File: src/lztd_pkg.sv
package lztd_pkg;

  // History ring geometry.
  localparam int HIST_DEPTH = 4096;
  localparam int HIST_AW    = 12;
  localparam int FILL_W     = 13;

  // Token field widths and saturation limits.
  localparam int OFF_W = 17;
  localparam int LEN_W = 7;
  localparam logic [OFF_W-1:0] OFF_SAT = '1;
  localparam logic [LEN_W-1:0] LEN_SAT = '1;

  // Depth of the command queue between the parser and the copy engine.
  localparam int QDEPTH = 4;

  localparam logic [7:0] CHAR_ZERO = 8'h30;
  localparam logic [7:0] CHAR_NINE = 8'h39;

  // Result status codes.
  localparam logic [1:0] ST_OK         = 2'd0;
  localparam logic [1:0] ST_BAD_OFFSET = 2'd1;
  localparam logic [1:0] ST_TOO_LONG   = 2'd2;
  localparam logic [1:0] ST_NO_LENGTH  = 2'd3;

  typedef enum logic [1:0] {
    MODE_LIT = 2'd0,
    MODE_OFF = 2'd1,
    MODE_LEN = 2'd2
  } mode_t;

  typedef enum logic [1:0] {
    CMD_LIT  = 2'd0,
    CMD_ERR  = 2'd1,
    CMD_COPY = 2'd2
  } cmd_kind_t;

  typedef struct packed {
    cmd_kind_t          kind;
    logic [7:0]         data;
    logic [1:0]         status;
    logic [HIST_AW-1:0] offset;
    logic [LEN_W-1:0]   length;
  } cmd_t;

  typedef enum logic {
    BK_IDLE = 1'b0,
    BK_COPY = 1'b1
  } back_state_t;

endpackage

File: src/lztd_queue.sv
module lztd_queue (
  input  logic            clk,
  input  logic            rst,
  input  logic            push,
  input  lztd_pkg::cmd_t  push_cmd,
  output logic            full,
  input  logic            pop,
  output logic            empty,
  output lztd_pkg::cmd_t  head
);

  localparam int AW = $clog2(lztd_pkg::QDEPTH);

  lztd_pkg::cmd_t slots [lztd_pkg::QDEPTH];
  logic [AW-1:0]  wr_ptr;
  logic [AW-1:0]  rd_ptr;
  logic [AW:0]    count;

  assign full  = (count == (AW+1)'(lztd_pkg::QDEPTH));
  assign empty = (count == '0);
  assign head  = slots[rd_ptr];

  always_ff @(posedge clk) begin
    if (push) begin
      slots[wr_ptr] <= push_cmd;
    end
  end

  always_ff @(posedge clk) begin
    if (rst) begin
      wr_ptr <= '0;
      rd_ptr <= '0;
      count  <= '0;
    end else begin
      if (push) begin
        wr_ptr <= wr_ptr + 1'b1;
      end
      if (pop) begin
        rd_ptr <= rd_ptr + 1'b1;
      end
      case ({push, pop})
        2'b10:   count <= count + 1'b1;
        2'b01:   count <= count - 1'b1;
        default: count <= count;
      endcase
    end
  end

endmodule

File: config.mk
export PLATFORM = sky130hd
export DESIGN_NAME = lztd_queue
export DESIGN_NICKNAME = d
export VERILOG_FILES = /design/src/lztd_pkg.sv /design/src/lztd_queue.sv
export SDC_FILE = /design/constraint.sdc
export NUM_CORES = 1
export LEC_CHECK = 0
export ABC_AREA = 1
export BUFFER_PORTS_ARGS = -buffer_cell sky130_fd_sc_hd__buf_2
export CAP_MARGIN = 25
export CORE_MARGIN = 2
export CORE_UTILIZATION = 57
export CTS_CLUSTER_SIZE = 14
export DETAILED_ROUTE_END_ITERATION = 6
export GPL_ROUTABILITY_DRIVEN = 0
export GPL_TIMING_DRIVEN = 1
export PLACE_DENSITY = 0.86
export SKIP_LAST_GASP = 1
export SLEW_MARGIN = 20
export SYNTH_ARGS = -nofsm -noshare
export SYNTH_HDL_FRONTEND = slang
export SYNTH_SLANG_ARGS = --single-unit
File: constraint.sdc
create_clock -name clk -period 1.75 [get_ports clk]
set_input_delay 0.175 -clock clk [delete_from_list [all_inputs] [get_ports clk]]
set_output_delay 0.175 -clock clk [all_outputs]
set_load 0.01 [all_outputs]
==> impl_metrics.json <==
{
  "vdd.ir_drop.worst_mv": 0.861,
  "cts_max_path_buffers": 2,
  "port_buffers": 67,
  "endpoint_kind": "output port",
  "hold_viol": 0,
  "avgRoutedWirePerCell_um": 20.2,
  "drt-total-wl_um": 12100,
  "syn_inst": 358,
  "place_hpwl_um": 5800,
  "vias": 3508,
  "rsz0062_at_grt": "true",
  "start_kind": "flip-flop",
  "clock_skew_ns": 0.00576,
  "worstReg2RegStart": "count[1]$_SDFFE_PP0P_",
  "slew_violations": 0,
  "violations": "negative setup slack",
  "die_w_um": 98.5,
  "p_per_area_mw_per_mm2": 1180,
  "multiInputGateArea_mm2": 0.00103,
  "grt_overflow": 0,
  "drv_cap": 0,
  "avgSynthCellArea_um2": 14.2,
  "cp_num_buf_inv": 2,
  "seqCellArea_mm2": 0.00391,
  "syn-num-nets": 399,
  "core_area_mm2": 0.00868,
  "first_pass_iters": 5,
  "cpPeakStageDelay_ns": 0.45,
  "fillCellCount": 479,
  "worstPathArrival_ns": 1.68,
  "critical_path.cell_chain": "buf_6 > o21ai_1 > o22ai_2 > buf_2",
  "drc_errors": 0,
  "hold_start": "push",
  "hold_class": "primary input to flip-flop",
  "fin_nets": 522,
  "clkTransAtPathRegs_ns": 0.06,
  "critPathRequiredTime_ns": 1.57,
  "whs_ns": 0.0452,
  "worstSetupPathType": "flip-flop to output port",
  "rows": 34,
  "boundaryPins": 68,
  "grt_antenna_before_repair": 0,
  "grt_max_degree": 32,
  "grt_pass1_vias": 3646,
  "finalSetupViolCount": 24,
  "cts.sinks": 133,
  "die_area_mm2": 0.00969,
  "setup_ws_ns": -0.105,
  "yosysWarnings": 0,
  "min_period_ns": 1.85,
  "max_freq_ghz": 0.539,
  "cp_top_family": "flip-flops",
  "ant_nets": 0,
  "drive_above_1_share": 0.292,
  "yosysSeqAreaShare": 0.768,
  "crit_path_max_fanout": 7,
  "outcome": "finished, violations left",
  "cts_root_buffer": "clkbuf_8",
  "areaGrowthSynthToFinish_pct": 32.5,
  "drt-vias-per-instance": 5.84,
  "finalCritPeriodShare": 1.06,
  "finalPower_uw": 7980,
  "crit_slowest_cell": "dfxtp_4",
  "tightest_slew_ns": 0.291,
  "cts_tree": "yes",
  "start_util": 0.586,
  "post-place-ws_ns": 0.259,
  "yosysUniqueCellTypes": 19,
  "ys_ff_latch": 133,
  "htree_levels": 4,
  "p_leak_uw": 0.00251,
  "grt.total_usage": 0.252,
  "drt_iter0_drc": 332,
  "grt_pass1_wl_um": 17900,
  "insertion_delay_ns": 0.51,
  "slew_headroom": 0.806,
  "antennaDiodeCount": 0,
  "die_h_um": 98.5,
  "synth_area_mm2": 0.00508,
  "cts_buffers": 17
}
report_power, final:
group	switching, µW	total, µW	internal, µW
clock	1270	3430	2150
sequential	57.7	3680	3630
combinational	509	867	358
total	1840	7980	6140
metrics by stage:
step | utilization | instance area (µm²) | cells | TNS, ns
5_1_grt | 0.777 | 6740 | 601 | -2.83
4_1_cts | 0.766 | 6640 | 598 | -1.68
2_1_floorplan | - | 5080 | 358 | 0
3_3_place_gp | 0.638 | 5540 | 527 | 0
6_report | 0.777 | 6740 | 601 | -0.884
3_5_place_dp | 0.638 | 5540 | 527 | 0
timing repair:
action                                 CTS  global route
setup endpoints to repair               30            31
endpoints found under the hold margin  125             0
hold buffers                            32             0
gates cloned                             2             0
buffers inserted                         6             3
pin swaps                               15            12
gates resized for setup                 40            16
cell families (layout without fill, tap and decap cells):
family          Yosys count  in the layout  share of synthesized area
flops                   133            133                      0.768
compound gates          104            104                      0.110
simple gates             78             78                     0.0588
buf+inv                  37            172                     0.0472
fa+ha+maj                 6              6                     0.0162
flip-flops by register name, summed over array words and instances, names as in the netlist, named ones only:
signal	count
wr_ptr	2
count	3
slots	124
rd_ptr	2
area by class of cell:
class | instances | area share
clock buffers | 18 | 0.0620
flip-flops and latches | 133 | 0.580
well taps | 108 | 0.0201
clock inverters | 13 | 0.0236
repair inverters | 2 | 0.00538
repair buffers | 121 | 0.143
inverters | 18 | 0.0128
multi-input cells | 188 | 0.153
worst min-delay path, cell delays in order:
cell and delay, ns:
buf_2 0.12, inv_1 0.09, a21oi_1 0.13
final timing paths:
check,end,slack (ns),cells after the start
worst max-delay path,head[9],-0.10,4
worst min-delay path,wr_ptr[0]$_SDFFE_PP0P_,0.05,3
worst max register to register,count[2]$_SDFFE_PP0P_,0.31,7
worst min register to register,flip-flop,0.52,1
per-layer routing:
metal	routed length, µm	track usage	part of all wire
met1	4310	0.277	0.36
met5	0	0	0
met3	771	0.0461	0.064
met2	6540	0.450	0.54
met4	517	0.157	0.043
cells in the final DEF, fill, tap and decap left out, drive strengths merged:
master and n:
edfxtp 124, buf 89, o21ai 68, nor2 65
dlygate4sd3 32, o22ai 31, inv 21, clkbuf 18
nand2 9, dfxtp 9, a21oi 5, ha 5
clkinvlp 5, clkinv 4, bufinv 3, nor3 2
nand3 1, nand4 1, fa 1
cells in the mapped netlist:
master	number	area, µm²
o21ai_0	34	170
nor3_1	2	10.0
edfxtp_1	124	3720
nand4_1	1	6.26
inv_8	1	11.3
fa_1	1	20.0
o22ai_1	31	194
a21oi_1	5	25.0
dfxtp_1	9	180
inv_2	1	3.75
buf_6	10	113
nor2_1	65	244
nand3_1	1	5.00
o21ai_1	34	170
buf_4	3	22.5
ha_1	5	62.6
inv_1	16	60.1
nand2_1	9	33.8
buf_2	6	30.0
(Power assumes the default switching activity.)
