===== src/lztd_pkg.sv =====
package lztd_pkg;

  // History ring geometry.
  localparam int HIST_DEPTH = 4096;
  localparam int HIST_AW    = 12;
  localparam int FILL_W     = 13;

  // Token field widths and saturation limits.
  localparam int OFF_W = 17;
  localparam int LEN_W = 7;
  localparam logic [OFF_W-1:0] OFF_SAT = '1;
  localparam logic [LEN_W-1:0] LEN_SAT = '1;

  // Depth of the command queue between the parser and the copy engine.
  localparam int QDEPTH = 4;

  localparam logic [7:0] CHAR_ZERO = 8'h30;
  localparam logic [7:0] CHAR_NINE = 8'h39;

  // Result status codes.
  localparam logic [1:0] ST_OK         = 2'd0;
  localparam logic [1:0] ST_BAD_OFFSET = 2'd1;
  localparam logic [1:0] ST_TOO_LONG   = 2'd2;
  localparam logic [1:0] ST_NO_LENGTH  = 2'd3;

  typedef enum logic [1:0] {
    MODE_LIT = 2'd0,
    MODE_OFF = 2'd1,
    MODE_LEN = 2'd2
  } mode_t;

  typedef enum logic [1:0] {
    CMD_LIT  = 2'd0,
    CMD_ERR  = 2'd1,
    CMD_COPY = 2'd2
  } cmd_kind_t;

  typedef struct packed {
    cmd_kind_t          kind;
    logic [7:0]         data;
    logic [1:0]         status;
    logic [HIST_AW-1:0] offset;
    logic [LEN_W-1:0]   length;
  } cmd_t;

  typedef enum logic {
    BK_IDLE = 1'b0,
    BK_COPY = 1'b1
  } back_state_t;

endpackage


===== src/lztd_enc_if.sv =====
interface lztd_enc_if;
  logic       valid;
  logic       ready;
  logic [7:0] in_byte;

  modport source (output valid, output in_byte, input ready);
  modport sink (input valid, input in_byte, output ready);
endinterface


===== src/lztd_front.sv =====
module lztd_front #(
  parameter int WINDOW   = 4096,
  parameter int MAX_COPY = 64
) (
  input  logic            clk,
  input  logic            rst,
  lztd_enc_if.sink        enc,
  input  logic            q_full,
  output logic            q_push,
  output lztd_pkg::cmd_t  q_cmd
);

  localparam logic [lztd_pkg::OFF_W-1:0] WIN_LIM = lztd_pkg::OFF_W'(WINDOW);
  localparam logic [lztd_pkg::LEN_W-1:0] LEN_LIM = lztd_pkg::LEN_W'(MAX_COPY);

  lztd_pkg::mode_t                mode, mode_next;
  logic [lztd_pkg::OFF_W-1:0]     offset_accum, offset_accum_next;
  logic [lztd_pkg::LEN_W-1:0]     length_accum, length_accum_next;
  logic                           length_seen, length_seen_next;
  logic [lztd_pkg::FILL_W-1:0]    fill_count, fill_count_next;

  logic                           take;
  logic                           digit;
  logic [3:0]                     dval;
  logic [20:0]                    off_prod;
  logic [10:0]                    len_prod;
  logic [lztd_pkg::FILL_W-1:0]    fill_sum;

  assign enc.ready = !q_full;
  assign take      = enc.valid && !q_full;
  assign digit     = enc.in_byte inside {[lztd_pkg::CHAR_ZERO:lztd_pkg::CHAR_NINE]};
  assign dval      = digit ? enc.in_byte[3:0] : 4'd0;
  assign off_prod  = 21'(offset_accum) * 21'd10 + 21'(dval);
  assign len_prod  = 11'(length_accum) * 11'd10 + 11'(dval);

  always_comb begin
    mode_next         = mode;
    offset_accum_next = offset_accum;
    length_accum_next = length_accum;
    length_seen_next  = length_seen;
    fill_count_next   = fill_count;
    q_push            = 1'b0;
    q_cmd.kind        = lztd_pkg::CMD_LIT;
    q_cmd.data        = enc.in_byte;
    q_cmd.status      = lztd_pkg::ST_OK;
    q_cmd.offset      = offset_accum[lztd_pkg::HIST_AW-1:0];
    q_cmd.length      = length_accum;
    fill_sum          = fill_count + lztd_pkg::FILL_W'(length_accum);

    if (take) begin
      case (mode)
        lztd_pkg::MODE_OFF: begin
          if (digit) begin
            offset_accum_next = (off_prod > 21'(lztd_pkg::OFF_SAT)) ?
                                lztd_pkg::OFF_SAT : off_prod[lztd_pkg::OFF_W-1:0];
          end else begin
            mode_next = lztd_pkg::MODE_LEN;
          end
        end
        lztd_pkg::MODE_LEN: begin
          if (digit) begin
            length_accum_next = (len_prod > 11'(lztd_pkg::LEN_SAT)) ?
                                lztd_pkg::LEN_SAT : len_prod[lztd_pkg::LEN_W-1:0];
            length_seen_next  = 1'b1;
          end else begin
            // Terminator: check the token and always fall back to literal mode.
            q_cmd.data = 8'd0;
            if (!length_seen) begin
              q_push       = 1'b1;
              q_cmd.kind   = lztd_pkg::CMD_ERR;
              q_cmd.status = lztd_pkg::ST_NO_LENGTH;
            end else if (offset_accum == '0 ||
                         offset_accum > lztd_pkg::OFF_W'(fill_count) ||
                         offset_accum > WIN_LIM) begin
              q_push       = 1'b1;
              q_cmd.kind   = lztd_pkg::CMD_ERR;
              q_cmd.status = lztd_pkg::ST_BAD_OFFSET;
            end else if (length_accum > LEN_LIM) begin
              q_push       = 1'b1;
              q_cmd.kind   = lztd_pkg::CMD_ERR;
              q_cmd.status = lztd_pkg::ST_TOO_LONG;
            end else begin
              // A zero-length copy produces nothing.
              q_push          = (length_accum != '0);
              q_cmd.kind      = lztd_pkg::CMD_COPY;
              fill_count_next = (fill_sum > lztd_pkg::FILL_W'(lztd_pkg::HIST_DEPTH)) ?
                                lztd_pkg::FILL_W'(lztd_pkg::HIST_DEPTH) : fill_sum;
            end
            mode_next         = lztd_pkg::MODE_LIT;
            offset_accum_next = '0;
            length_accum_next = '0;
            length_seen_next  = 1'b0;
          end
        end
        default: begin
          if (digit) begin
            mode_next         = lztd_pkg::MODE_OFF;
            offset_accum_next = lztd_pkg::OFF_W'(dval);
            length_accum_next = '0;
            length_seen_next  = 1'b0;
          end else begin
            mode_next = lztd_pkg::MODE_LIT;
            q_push    = 1'b1;
            if (fill_count != lztd_pkg::FILL_W'(lztd_pkg::HIST_DEPTH)) begin
              fill_count_next = fill_count + 1'b1;
            end
          end
        end
      endcase
    end
  end

  always_ff @(posedge clk) begin
    if (rst) begin
      mode         <= lztd_pkg::MODE_LIT;
      offset_accum <= '0;
      length_accum <= '0;
      length_seen  <= 1'b0;
      fill_count   <= '0;
    end else begin
      mode         <= mode_next;
      offset_accum <= offset_accum_next;
      length_accum <= length_accum_next;
      length_seen  <= length_seen_next;
      fill_count   <= fill_count_next;
    end
  end

endmodule


===== src/flat_wrapper.sv =====
// flat-port wrapper written by rule: the top's interface ports become plain ports
module lztd_front_flat 
#(
  parameter int WINDOW   = 4096,
  parameter int MAX_COPY = 64
)
  (clk, rst, q_full, q_push, q_cmd, enc_valid, enc_in_byte, enc_ready);
  lztd_enc_if enc_i ();
  input  logic clk;
  input  logic rst;
  input  logic q_full;
  output logic q_push;
  output lztd_pkg::cmd_t q_cmd;
  input wire logic [$bits(enc_i.valid)-1:0] enc_valid;
  input wire logic [$bits(enc_i.in_byte)-1:0] enc_in_byte;
  output wire logic [$bits(enc_i.ready)-1:0] enc_ready;
  assign enc_i.valid = enc_valid;
  assign enc_i.in_byte = enc_in_byte;
  assign enc_ready = enc_i.ready;
  lztd_front #(.WINDOW(WINDOW), .MAX_COPY(MAX_COPY)) u_core (.clk(clk), .rst(rst), .enc(enc_i), .q_full(q_full), .q_push(q_push), .q_cmd(q_cmd));
endmodule

===== config.mk =====
export PLATFORM = sky130hd
export DESIGN_NAME = lztd_front_flat
export DESIGN_NICKNAME = d
export VERILOG_FILES = /design/src/lztd_pkg.sv /design/src/lztd_enc_if.sv /design/src/lztd_front.sv /design/src/flat_wrapper.sv
export SDC_FILE = /design/constraint.sdc
export NUM_CORES = 1
export LEC_CHECK = 0
export ABC_CLOCK_PERIOD_IN_PS = 8900
export BUFFER_PORTS_ARGS = -buffer_cell sky130_fd_sc_hd__buf_2
export CAP_MARGIN = 5
export CELL_PAD_IN_SITES_DETAIL_PLACEMENT = 2
export CELL_PAD_IN_SITES_GLOBAL_PLACEMENT = 2
export CORE_ASPECT_RATIO = 0.6
export CORE_MARGIN = 2
export CORE_UTILIZATION = 39
export DETAILED_ROUTE_END_ITERATION = 12
export HOLD_SLACK_MARGIN = 0.12
export PLACE_DENSITY = 0.84
export SYNTH_ARGS = -nofsm -noshare
export SYNTH_HDL_FRONTEND = slang
export SYNTH_SLANG_ARGS = --single-unit

===== constraint.sdc =====
create_clock -name clk -period 8.9 [get_ports clk]
set_input_delay 0.89 -clock clk [delete_from_list [all_inputs] [get_ports clk]]
set_output_delay 0.89 -clock clk [all_outputs]
set_load 0.05 [all_outputs]

==> results_dict.tcl <==
set metrics [dict create \
    cp_slowest_cell "dfxtp_1" \
    drt_iter0_markers 262 \
    row_count 31 \
    top_usage_layer "met2" \
    max_freq_mhz 209 \
    cts_sinks 40 \
    syn_inst 647 \
    viasPerCell 6.19 \
    cp.required_ps 9100 \
    finalSetupViolations 0 \
    hpwl_mm 14.7 \
    fin_skew_ps 5.42 \
    startpoint_type "flop" \
    p_sw_share_pct 27.9 \
    hold_class "flop to flop" \
    fin_tns_setup_ps 0 \
    power.density_mw_per_mm2 77.1 \
    coreArea_mm2 0.0122 \
    use_met2_pct 45.1 \
    avgSynthCellArea_um2 7.59 \
    post_cts_buffers 0 \
    cts_repair_resize_count 0 \
    synth_area_mm2 0.00491 \
    syn-num-nets 730 \
    overflow 0 \
    grt_pass1_vias 5461 \
    hold_depth 2 \
    diodes 0 \
    cp_common_cell "ha_1" \
    wl_per_cell_um 22.4 \
    worst_slack_ps 4110 \
    hold_viol 0 \
    wl_mm 18.6 \
    outcome "finished, final reports clean" \
    grt_max_degree 35 \
    peakVddDrop_mv 0.0710 \
    num_io_pins 45 \
    p_int_uw 295 \
    start_util_pct 40.3 \
    synth-main-ff-cell "dfxtp_1" \
    grt_util_met3_pct 3.69 \
    clk_path_buf_depth 2 \
    power_switching_uw 114 \
    cts_tree "yes" \
    area_delta_synth_final_pct 8.06 \
    seq_area_frac_synth_pct 16.3 \
    ant_nets 0 \
    crit_buf_inv 0 \
    p_leak_nw 2.33 \
    portBuffers 44 \
    die_area_mm2 0.0135 \
    track_usage_pct 27.7 \
    die_x_um 149 \
    clock_power_share_pct 44.6 \
    vias 5137 \
    postSynth.asyncResetShare_pct 0 \
    clock-root-buffer "clkbuf_16" \
    antenna_found_initial 0 \
    drc 0 \
    maxSlewViolCount 0 \
    maxCapViolCount 0 \
    grt_use_met1_pct 40.0 \
    dieHeight_um 90.9 \
    drive_gt1_share_pct 11.4 \
    p_comb_share_pct 11.0 \
    nets 748 \
    fin_crit_sh_pct 53.8 \
    cp_top_family "simple AND/OR/NAND/NOR gates" \
    finish.utilization_pct 43.5 \
    cp_num_cells 12 \
    fin_crit_ps 4790 \
    grt_pass1_wl_mm 30.0 \
    ys_warn_count 0 \
    h-tree-depth 2 \
    synth_edf_count 0 \
    max_stage_delay_ps 610 \
    first_pass_iters 4 \
    synth_cell_type_count 72 \
    gp_congestion 0.866 \
    end_kind "flop" \
    worst_slew_pin_slew_ps 1040 \
    cts.clk_slew.worst_paths_ps 70 \
    numCtsBuffers 5 \
    relSlewSlack_pct 30.2 \
    pre_cts_ws_ps 4170 \
    p_seq_share_pct 44.5 \
    clkLatencyLatePin_ps 290 \
    yosys_register_bits 40 \
    hold_buffers 0 \
    worstPathCellList "ha_1 > ha_1 > fa_1 > xor2_1 > or4b_1 > a221oi_2 > nand3_2 > a21oi_4 > and4bb_4 > mux2i_4 > nand2_1 > a311oi_1" \
    worstPathArrival_ps 4980 \
    crit_fanout 15 \
    reg2regPathDepth 12 \
    critPathKind "flop to flop" \
    rsz0062_at_grt "no" \
]
## final timing paths
check / startpoint / to / slack [ps]
worst max-delay path: u_core.offset_accum[1] / u_core.offset_accum[2] / 4110
worst min-delay path: u_core.mode[0] / u_core.mode[0] / 500
worst max register to register: u_core.offset_accum[1] / u_core.offset_accum[2] / 4110
worst min register to register: u_core.mode[0] / u_core.mode[0] / 500
## synth_stat cells, types with 4 or more instances
library cell | count | area share, %
nand2_1 | 52 | 4.0
and3_1 | 8 | 1.0
nor2_1 | 59 | 4.5
clkbuf_1 | 18 | 1.4
nor4_1 | 10 | 1.3
o21a_1 | 7 | 1.1
nor3_1 | 20 | 2.0
a211oi_1 | 10 | 1.5
and2_1 | 13 | 1.7
buf_4 | 12 | 1.8
xnor2_1 | 19 | 3.4
o21ai_1 | 13 | 1.3
nor2b_1 | 8 | 1.0
or3_1 | 8 | 1.0
a21oi_1 | 49 | 5.0
nand4_1 | 11 | 1.4
o21ai_0 | 30 | 3.1
nand3_1 | 24 | 2.4
a31o_2 | 4 | 0.71
ha_1 | 68 | 17
xor2_1 | 19 | 3.4
inv_1 | 29 | 2.2
a21o_1 | 16 | 2.4
or2_2 | 7 | 0.89
dfxtp_1 | 40 | 16
a311oi_1 | 6 | 1.1
o22ai_1 | 4 | 0.51
a221oi_1 | 4 | 0.71
o211ai_1 | 5 | 0.76
a31oi_1 | 13 | 1.7
## metal layers
metal | up-vias | share of wire [%]
met5 | - | 0
met4 | 0 | 0.64
met3 | 14 | 3.8
met2 | 96 | 44
met1 | 2597 | 51
li1 | 2430 | -
## registers in the layout, summed over array words and instances (netlist names)
| register | count |
|---|---|
| u_core.length_seen | 1 |
| u_core.mode | 2 |
| u_core.length_accum | 7 |
| u_core.fill_count | 13 |
| u_core.offset_accum | 17 |
## through the flow
| stage | total power, mW | instance area [µm²] | std cells | hold WS, ps |
|---|---|---|---|---|
| 6_report | 0.409 | 5300 | 830 | 503 |
| 4_1_cts | 0.410 | 5300 | 830 | 501 |
| 2_1_floorplan | 0.215 | 4910 | 647 | 449 |
| 3_3_place_gp | 0.227 | 5170 | 823 | 461 |
| 3_5_place_dp | 0.230 | 5170 | 823 | 477 |
| 5_1_grt | 0.422 | 5300 | 830 | 532 |
## tightest hold or removal path: cells and delay by family, from the launching register on
family             cells  cell delay (ps)
AOI/OAI and AO/OA      1               60
DFF                    1              330
and+or+nand+nor        1               60
## power by group through the flow
stage	logic, mW	clock network (mW)	registers [mW]
6_report	0.0448	0.182	0.182
5_1_grt	0.0481	0.192	0.182
4_1_cts	0.0446	0.184	0.182
3_5_place_dp	0.0441	0	0.186
3_3_place_gp	0.0417	0	0.185
2_1_floorplan	0.0302	0	0.185
## cell usage in the layout, fill, tap and decap left out, types with 3 or more instances in the layout
cell type  netlist  final
xor2_1          19     19
and3_1           8      8
nand4_1         11     11
a211o_1          3      3
nor2_1          59     59
or3_1            8      8
fa_1             3      3
o21ai_0         30     30
inv_1           29     29
a21o_1          16     16
nor2b_1          8      8
nand2_1         52     52
nor3_1          20     20
o21ai_1         13     13
a31oi_1         13     13
buf_2            2     44
or2_2            7      7
o31ai_1          3      3
a31o_2           4      4
nand3_1         24     24
a41oi_1          3      3
and2_1          13     13
a21oi_1         49     49
a211oi_1        10     10
a221oi_1         4      4
ha_1            68     68
xnor2_1         19     19
dfxtp_1         40     40
a311oi_1         6      6
nor4_1          10     10
clkbuf_16        0      5
o22ai_1          4      4
o21a_1           7      7
o211ai_1         5      5
## layout make-up
cell class | count | area [µm²]
tap | 165 | 206
inverter | 29 | 109
sequential | 40 | 801
clock inverter | 2 | 12.5
timing repair buffer | 45 | 228
fill | 1475 | 6880
clock buffer | 5 | 125
multi-input combinational | 544 | 3820
## cell families (layout without fill, tap and decap cells)
| logic type | after synthesis | count (layout) | synth area share (%) |
|---|---|---|---|
| AND/OR/NAND/NOR | 232 | 232 | 23.6 |
| AO/OA/AOI/OAI | 199 | 199 | 27.8 |
| adder cells (fa/ha/maj) | 71 | 71 | 18.6 |
| buffers and inverters | 63 | 81 | 5.94 |
| flip-flops | 40 | 40 | 16.3 |
| XOR/XNOR | 38 | 38 | 6.78 |
| multiplexers | 4 | 4 | 1.10 |
(Power assumes the default switching activity.)
